<file path="config.mk">
export PLATFORM = sky130hd
export DESIGN_NAME = tagged_header_deframer
export DESIGN_NICKNAME = d
export VERILOG_FILES = /design/src/rtl/thdf_pkg.sv /design/src/rtl/thdf_in_reg.sv /design/src/rtl/thdf_deframe.sv /design/src/rtl/tagged_header_deframer.sv
export SDC_FILE = /design/constraint.sdc
export NUM_CORES = 1
export LEC_CHECK = 0
export BUFFER_PORTS_ARGS = -buffer_cell sky130_fd_sc_hd__clkbuf_2
export CAP_MARGIN = 15
export CELL_PAD_IN_SITES_DETAIL_PLACEMENT = 0
export CELL_PAD_IN_SITES_GLOBAL_PLACEMENT = 1
export CORE_MARGIN = 2
export CORE_UTILIZATION = 50
export CTS_CLUSTER_SIZE = 16
export DETAILED_ROUTE_END_ITERATION = 7
export MAX_ROUTING_LAYER = met4
export PLACE_DENSITY_LB_ADDON = 0.1
export RECOVER_POWER = 25
export SETUP_SLACK_MARGIN = 0.4
export SYNTH_ARGS = -nofsm -noshare
export SYNTH_HDL_FRONTEND = slang
export SYNTH_HIERARCHICAL = 1
export SYNTH_SLANG_ARGS = --single-unit
</file>
<file path="constraint.sdc">
create_clock -name clk -period 16.4 [get_ports clk]
set_input_delay 2.46 -clock clk [delete_from_list [all_inputs] [get_ports clk]]
set_output_delay 2.46 -clock clk [all_outputs]
set_load 0.1 [all_outputs]
</file>
<file path="src/rtl/thdf_pkg.sv">
// ----------------------------------------------------------------------------
// thdf_pkg
// Shared types and constants for the tagged header deframer.
// ----------------------------------------------------------------------------
package thdf_pkg;

    // Header window geometry
    localparam int WinLen    = 20;
    localparam int FillW     = $clog2(WinLen + 1);
    localparam int MarkLen   = 4;
    localparam int LenOffset = 8;

    localparam logic [7:0] StartMark = 8'hFF;
    localparam logic [7:0] EndMark   = 8'hFE;

    // Input stage contents
    typedef struct packed {
        logic       valid;
        logic [7:0] rx_byte;
        logic       abort;
    } stage_t;

    // One result transaction
    typedef struct packed {
        logic [7:0]  body_byte;
        logic        last_of_frame;
        logic        empty_frame;
        logic        aborted;
        logic [31:0] frame_length;
    } result_t;

endpackage

</file>
<file path="src/rtl/thdf_in_reg.sv">
// ----------------------------------------------------------------------------
// thdf_in_reg
// Input register: captures one transaction and holds it until the deframe
// stage consumes it.
// ----------------------------------------------------------------------------
module thdf_in_reg
(
    input  logic             clk,
    input  logic             rst_n,
    input  logic             in_valid,
    output logic             in_ready,
    input  logic [7:0]       rx_byte,
    input  logic             abort,
    input  logic             take,
    output thdf_pkg::stage_t stage
);

    logic       valid_reg;
    logic       valid_next;
    logic [7:0] byte_reg;
    logic       abort_reg;
    logic       load;

    // Free slot, or the held item leaves this cycle
    assign in_ready = !valid_reg || take;
    assign load     = in_valid && in_ready;

    always_comb
    begin
        valid_next = valid_reg;
        if (load)
        begin
            valid_next = 1'b1;
        end
        else if (take)
        begin
            valid_next = 1'b0;
        end
    end

    always_ff @(posedge clk or negedge rst_n)
    begin
        if (!rst_n)
        begin
            valid_reg <= 1'b0;
        end
        else
        begin
            valid_reg <= valid_next;
        end
    end

    // Payload, no reset
    always_ff @(posedge clk)
    begin
        if (load)
        begin
            byte_reg  <= rx_byte;
            abort_reg <= abort;
        end
    end

    assign stage.valid   = valid_reg;
    assign stage.rx_byte = byte_reg;
    assign stage.abort   = abort_reg;

endmodule

</file>
<file path="src/rtl/thdf_deframe.sv">
// ----------------------------------------------------------------------------
// thdf_deframe
// Header hunt, body pass-through and the result register.
// ----------------------------------------------------------------------------
module thdf_deframe
(
    input  logic              clk,
    input  logic              rst_n,
    input  thdf_pkg::stage_t  stage,
    output logic              take,
    output logic              out_valid,
    input  logic              out_ready,
    output thdf_pkg::result_t result
);

    localparam int WinLen = thdf_pkg::WinLen;
    localparam int FillW  = thdf_pkg::FillW;

    logic [7:0]       win_reg [WinLen];
    logic [7:0]       win_next [WinLen];
    logic [FillW-1:0] fill_reg;
    logic [FillW-1:0] fill_next;
    logic             in_body_reg;
    logic             in_body_next;
    logic [31:0]      len_reg;
    logic [31:0]      len_next;
    logic [31:0]      count_reg;
    logic [31:0]      count_next;

    logic              out_valid_reg;
    logic              out_valid_next;
    thdf_pkg::result_t res_reg;
    thdf_pkg::result_t res_next;
    logic              has_result;

    logic        lock;
    logic        last;
    logic [31:0] hdr_len;

    // Stage moves when the result register is free or draining
    assign take = stage.valid && (!out_valid_reg || out_ready);

    // Window after shifting in the current byte
    always_comb
    begin
        for (int i = 0; i < WinLen - 1; i++)
        begin
            win_next[i] = win_reg[i + 1];
        end
        win_next[WinLen - 1] = stage.rx_byte;
    end

    // Lock test on the shifted window
    always_comb
    begin
        lock = (fill_reg >= FillW'(WinLen - 1));
        for (int i = 0; i < thdf_pkg::MarkLen; i++)
        begin
            if (win_next[i] != thdf_pkg::StartMark)
            begin
                lock = 1'b0;
            end
            if (win_next[WinLen - thdf_pkg::MarkLen + i] != thdf_pkg::EndMark)
            begin
                lock = 1'b0;
            end
        end
    end

    // Little-endian length field
    assign hdr_len = {win_next[thdf_pkg::LenOffset + 3], win_next[thdf_pkg::LenOffset + 2],
                      win_next[thdf_pkg::LenOffset + 1], win_next[thdf_pkg::LenOffset]};

    assign last = ((count_reg + 32'd1) == len_reg);

    // Frame state and result
    always_comb
    begin
        fill_next    = fill_reg;
        in_body_next = in_body_reg;
        len_next     = len_reg;
        count_next   = count_reg;
        has_result   = 1'b0;
        res_next     = '0;

        if (take)
        begin
            if (stage.abort)
            begin
                has_result            = 1'b1;
                res_next.aborted      = 1'b1;
                res_next.frame_length = in_body_reg ? len_reg : 32'd0;
                fill_next             = '0;
                in_body_next          = 1'b0;
                len_next              = '0;
                count_next            = '0;
            end
            else if (in_body_reg)
            begin
                has_result             = 1'b1;
                res_next.body_byte     = stage.rx_byte;
                res_next.last_of_frame = last;
                res_next.frame_length  = len_reg;
                count_next             = count_reg + 32'd1;
                if (last)
                begin
                    fill_next    = '0;
                    in_body_next = 1'b0;
                    count_next   = '0;
                end
            end
            else if (lock)
            begin
                len_next   = hdr_len;
                fill_next  = '0;
                count_next = '0;
                if (hdr_len == 32'd0)
                begin
                    has_result             = 1'b1;
                    res_next.last_of_frame = 1'b1;
                    res_next.empty_frame   = 1'b1;
                end
                else
                begin
                    in_body_next = 1'b1;
                end
            end
            else if (fill_reg < FillW'(WinLen))
            begin
                fill_next = fill_reg + 1'b1;
            end
        end
    end

    // Result register handshake
    always_comb
    begin
        out_valid_next = out_valid_reg;
        if (take)
        begin
            out_valid_next = has_result;
        end
        else if (out_ready)
        begin
            out_valid_next = 1'b0;
        end
    end

    always_ff @(posedge clk or negedge rst_n)
    begin
        if (!rst_n)
        begin
            fill_reg      <= '0;
            in_body_reg   <= 1'b0;
            len_reg       <= '0;
            count_reg     <= '0;
            out_valid_reg <= 1'b0;
        end
        else
        begin
            fill_reg      <= fill_next;
            in_body_reg   <= in_body_next;
            len_reg       <= len_next;
            count_reg     <= count_next;
            out_valid_reg <= out_valid_next;
        end
    end

    // Window shifts only while hunting; the fill count guards stale bytes
    always_ff @(posedge clk)
    begin
        if (take && !stage.abort && !in_body_reg)
        begin
            for (int i = 0; i < WinLen; i++)
            begin
                win_reg[i] <= win_next[i];
            end
        end
        if (take && has_result)
        begin
            res_reg <= res_next;
        end
    end

    assign out_valid = out_valid_reg;
    assign result    = res_reg;

endmodule

</file>
<file path="src/rtl/tagged_header_deframer.sv">
// ----------------------------------------------------------------------------
// tagged_header_deframer
// Hunts for a tagged 20-byte header in a byte stream, passes the body bytes it
// announces, flags the last one, and reports empty and aborted frames.
// ----------------------------------------------------------------------------
//  channel  | handshake           | payload
//  ---------+---------------------+---------------------------------------------
//  input    | in_valid / in_ready | rx_byte, abort
//  output   | out_valid/out_ready | body_byte, last_of_frame, empty_frame,
//           |                     | aborted, frame_length
//
// One byte per clock unless the output stalls. Path: input register, then
// the window compare and frame counter feeding the result register.
// Reset clears the hunt state, the counters and both valid flags.
// A stalled output holds the result; the input register keeps accepting
// while the held result is drained in the same cycle.
// ----------------------------------------------------------------------------
module tagged_header_deframer
(
    input  logic        clk,
    input  logic        rst_n,
    input  logic        in_valid,
    output logic        in_ready,
    input  logic [7:0]  rx_byte,
    input  logic        abort,
    output logic        out_valid,
    input  logic        out_ready,
    output logic [7:0]  body_byte,
    output logic        last_of_frame,
    output logic        empty_frame,
    output logic        aborted,
    output logic [31:0] frame_length
);

    thdf_pkg::stage_t  stage;
    thdf_pkg::result_t result;
    logic              take;

    thdf_in_reg u_in_reg
    (
        .clk      (clk),
        .rst_n    (rst_n),
        .in_valid (in_valid),
        .in_ready (in_ready),
        .rx_byte  (rx_byte),
        .abort    (abort),
        .take     (take),
        .stage    (stage)
    );

    thdf_deframe u_deframe
    (
        .clk       (clk),
        .rst_n     (rst_n),
        .stage     (stage),
        .take      (take),
        .out_valid (out_valid),
        .out_ready (out_ready),
        .result    (result)
    );

    assign body_byte     = result.body_byte;
    assign last_of_frame = result.last_of_frame;
    assign empty_frame   = result.empty_frame;
    assign aborted       = result.aborted;
    assign frame_length  = result.frame_length;

endmodule
</file>
Yosys cells after proc, flatten, opt, wreduce, memory -nomap -nowiden
Memories as Yosys holds them, arrays and structs flattened.
Index checks and enable logic that the tools add are counted.
{ "totals": {"n_memories": 1, "reg_bits": 124, "wordCells": 96, "in_bits": 13, "ramBits": 160, "output_inout_bits": 45} }
{ "op_classes": {"n_eq_ne": 11, "n_bitwise": 3, "mux": 40, "magnitude_cmp": 2, "add_sub_neg": 2, "n_reduce_logical": 24} }
{ "memory_table": {"columns": ["memory", "words", "word_bits", "read_ports", "rd_clocked_by_memory_dff", "wr", "line", "source"], "rows": [
  ["u_deframe.win_reg", 20, 8, 19, 0, 20, "thdf_deframe.sv:19", "logic [7:0] win_reg [WinLen];"]
]} }
{ "ops": {"columns": ["operator", "count"], "rows": [
  ["two-way mux 32 bit", 7],
  ["!= test 8 bit, second input constant", 8],
  ["adder 32 x 1 -> 32 bit, second input constant", 1],
  ["== test 32 bit", 1],
  ["logical NOT 32 bit", 1],
  ["two-way mux 1 bit", 26],
  ["two-way mux 5 bit", 5],
  ["AND reduction 3 bit", 2],
  ["nonzero test 2 bit", 3],
  ["adder 5 x 1 -> 5 bit, second input constant", 1],
  [">= comparator 5 bit, second input constant", 1],
  ["logical AND 1 bit", 5],
  ["< comparator 5 bit, second input constant", 1],
  ["logical NOT 1 bit", 4],
  ["two-way mux 2 bit", 2],
  ["AND reduction 2 bit", 2],
  ["nonzero test 4 bit", 1],
  ["OR reduction 4 bit", 1],
  ["!= test 3 bit, second input constant", 1],
  ["NOT 1 bit", 3],
  ["nonzero test 3 bit", 1],
  ["OR reduction 3 bit", 1],
  ["logical OR 1 bit", 2],
  ["!= test 2 bit, second input constant", 1],
  ["OR reduction 2 bit", 1]
]} }

Depth between registers and ports, before layout
{ "depth": {"word_depth": 14, "depth_mapped": 12, "mapped_depth_nobuf": 9} }

Modules after synthesis
The synthesis kept the hierarchy.
{ "modules_own_cells": {"columns": ["mod", "cells_each", "n_inst", "area_each_um2", "seq_area_each_um2"], "rows": [
  ["thdf_deframe", 804, 1, 10953.0, 7632.3],
  ["thdf_in_reg", 15, 1, 339.1, 295.3]
]} }

Worst setup path after synthesis
OpenSTA, ideal clock, no wires.
{ "synth_path": {"path_type": "input to register", "startpoint": "input port out_ready", "endpoint": "register u_deframe.in_body_reg", "path_stages": 8, "arrival_ps": 14574, "path_slack_ps": 1739, "path_buffers": 2, "setup_time_ps": 87, "required_time_ps": 16313, "cell_sequence": "nand2b_1 > nand2_1 > nor3_1 > and2_1 > clkbuf_1 > clkbuf_1 > o21ai_0 > o211ai_1"} }
{ "synth_via": {"elab_chain_len": 2} }
{ "synth_rtl": {"columns": ["element", "line", "source"], "rows": [
  ["start, declared", "tagged_header_deframer.sv:27", "input logic out_ready,"],
  ["logical OR 1 bit", "thdf_deframe.sv:41", "assign take = stage.valid && (!out_valid_reg || out_ready);"],
  ["logical AND 1 bit", "thdf_deframe.sv:41", null],
  ["end signal, assigned", "thdf_deframe.sv:162", "in_body_reg <= in_body_next;"],
  ["end, declared", "thdf_deframe.sv:23", "logic in_body_reg;"]
]} }
Every way passes these cells.
A chain may end at the register's enable or synchronous reset.

Final worst setup path
{ "layout_path": {"startpoint": "input port out_ready", "endpoint": "output port in_ready"} }
{ "layout_via": {"elab_chain_len": 3} }
{ "layout_rtl": {"columns": ["element", "line", "source"], "rows": [
  ["logical OR 1 bit", "thdf_deframe.sv:41", null],
  ["logical AND 1 bit", "thdf_deframe.sv:41", null],
  ["named net take", "tagged_header_deframer.sv:37", "logic take;"],
  ["logical OR 1 bit", "thdf_in_reg.sv:25", "assign in_ready = !valid_reg || take;"],
  ["end, declared", "tagged_header_deframer.sv:23", "output logic in_ready,"]
]} }
The timed path passes the listed nets, and every way through them passes these cells.

==> results.toml <==
[clocking]
cts_tree = "yes"
h-tree-depth = 1
postCtsHoldBufs = 0
post-cts-setup-buffers = 0
cts_root_buf = "clkbuf_16"
clock_path_buffers = 3
clk_latency_ns = 0.53
cts.sinks = 276
ctsResizeCount = 0
numCtsBuffers = 29
clkTransAtPathRegs_ns = 0.06

[final_layout]
fillers = 1712
largest_reg_flops = 152
multiInputGateArea_mm2 = 0.00307
layout-drive-gt1-share_pct = 13.7
seq_area_mm2 = 0.00793
syn_to_final_growth_pct = 12.9
layout.nets = 879
antenna_cells = 0

[timing]
worst_slew_pin_slew_ns = 0.968
worst_slack_ns = 10.40
slew_violations = 0
setup_viol = 0
min_period_ns = 6.00
fin_tns_setup_ns = 0
fin_skew_ns = 0.0107
slew_headroom_pct = 33.8
fin_crit_sh_pct = 36.6
finalHoldViolCount = 0
rsz0062_at_grt = "false"
max_freq_ghz = 0.167

[global_routing]
grt_pass1_wl_um = 40700
overflow = 0
grt_max_degree = 82
antenna_found_initial = 0
track_usage_pct = 22.6
grt_pass1_vias = 6950

[synth]
ys_ff_latch = 276
netlist_area_mm2 = 0.0113
netlist_instances = 819
syn_nets = 834
synth_top_cells_by_count = "204 x edfxtp_1, 72 x dfrtp_1, 52 x nand2_1"
synth_area_leaders = "edfxtp_1 54%, dfrtp_1 16%, and3_1 2.8%"
yosys.cell_count.top_type = "edfxtp_1"
synthFlopType = "edfxtp_1"
yosys.area.top_type_share_pct = 54.2
avgSynthCellArea_um2 = 13.8
synth_edf_count = 204
seq_area_frac_synth_pct = 70.2
synth_largest_area_cell = "edfxtp_1"
async_reset_ff_share_pct = 26.1
yosysWarningCount = 6
synth_cell_types = 62

[routing]
via_per_inst = 6.15
antenna_left = 0
routed_wirelength_um = 25400
via_count = 7167
drc = 0
dr.pass1.iters = 5
wl_per_cell_um = 21.8
drtIter0Drc = 659

[floorplan]
die_x_um = 154
die_y_um = 154
start_util_pct = 51.3
core_mm2 = 0.0220
die_area_mm2 = 0.0238
rows = 54
io-pin-count = 58

[hold_path]
whs_path_depth = 0
holdCritStartpoint = "u_deframe/win_reg[2][5]$_DFFE_PP_"
min_to = "u_deframe/win_reg[1][29]$_DFFE_PP_"
hold_class = "reg -> reg"

[placed_design]
dp_hpwl_um = 16500
portBuffers = 57
dp_slack_ns = 10.40
place_congestion = 0.906

[worst_setup_path]
cp.required_ns = 13.94
worstPathMaxFanout = 7
ff2ff_path_depth = 10
start_kind = "primary input"
setup.worst_path.class = "in -> out"
crit_arrival_ns = 3.54
reg2reg_slack_ns = 11.57
r2r_end = "u_deframe/count_reg[4]$_DFFE_PN0P_"
r2r-start = "u_deframe/count_reg[0]$_DFFE_PN0P_"
end_kind = "primary output"

[run]
cap_viol_max_count = 0

[power_and_ir_drop]
ir_drop_v = 0.000113
p_leak_nw = 4.71
p_per_area_mw_per_mm2 = 156
finalPower_mw = 1.98

[status]
status = "complete, no violations"
## critical path: stages
cell,delay (ns)
clkbuf_2,0.07
nand2b_1,0.12
nand2_1,0.18
inv_1,0.12
nand2b_4,0.14
clkbuf_2,0.45
## layer usage
layer	GRT usage (%)	vias to the layer above	share of wire (%)
li1	-	3289	-
met1	34.5	3555	47
met2	32.8	289	45
met3	3.50	34	6.9
met4	4.19	0	1.4
met5	-	-	0
## metrics by stage
stage / std cells / cell area (µm²) / hold slack [ns] / util [%]
finish: 1166 / 12700 / 0.417 / 57.9
global route: 1166 / 12700 / 0.423 / 57.9
CTS: 1164 / 12700 / 0.417 / 57.6
detailed placement: 1111 / 11800 / 0.405 / 53.4
global placement: 1111 / 11800 / 0.403 / 53.4
floorplan: 819 / 11300 / 0.400 / -
## how the worst max path moves through the flow
stage,endpoint,cells past startpoint,from,slack [ns]
detailed placement,in_ready,6,out_ready,10.40
global route,in_ready,6,out_ready,10.33
floorplan,u_deframe/in_body_reg$_DFFE_PN0P_,8,out_ready,1.74
finish,in_ready,6,out_ready,10.40
global placement,in_ready,6,out_ready,10.41
CTS,in_ready,6,out_ready,10.39
## area by class of cell
cell class                 count  area share (%)
multi-input combinational    469            24.1
clock buffer                  45            6.40
timing repair buffer          67            3.16
inverter                      21           0.619
clock inverter                 8           0.805
tap                          280            2.75
sequential                   276            62.2
## power breakdown
part | switching (mW) | internal, mW
Sequential | 0.0643 | 0.921
Clock | 0.254 | 0.373
Combinational | 0.316 | 0.0545
## cell families after synthesis
group,count (synthesis),synth area share (%)
flip-flops,276,70.2
buffers and inverters,74,2.94
multiplexers,5,0.443
XOR/XNOR,34,2.64
adder cells (fa/ha/maj),2,0.222
AO/OA/AOI/OAI,140,8.59
AND/OR/NAND/NOR,288,15.0
## placed cells by master, fill, tap and decap left out, types with 4 or more instances in the layout
cell         n
inv_1       21
a22oi_1      5
nor4_1      24
buf_4        9
or3_1        7
nand4_1     41
nand2_1     52
a31oi_1     19
dfrtp_1     72
o22ai_1     13
o21ai_0     17
clkbuf_1    13
xor2_1      12
a22o_1      32
nor2_1      17
nand3_1     26
and2_1       5
mux2i_1      5
a21oi_1     15
clkbuf_2    56
or4_1        6
and4_1       5
nand2b_1     9
o21ai_1      9
edfxtp_1   204
nand4b_1     4
xnor2_1     22
o31ai_1      4
clkbuf_16   29
and3_1      51
nor3_1      19
(Power assumes the default switching activity.)
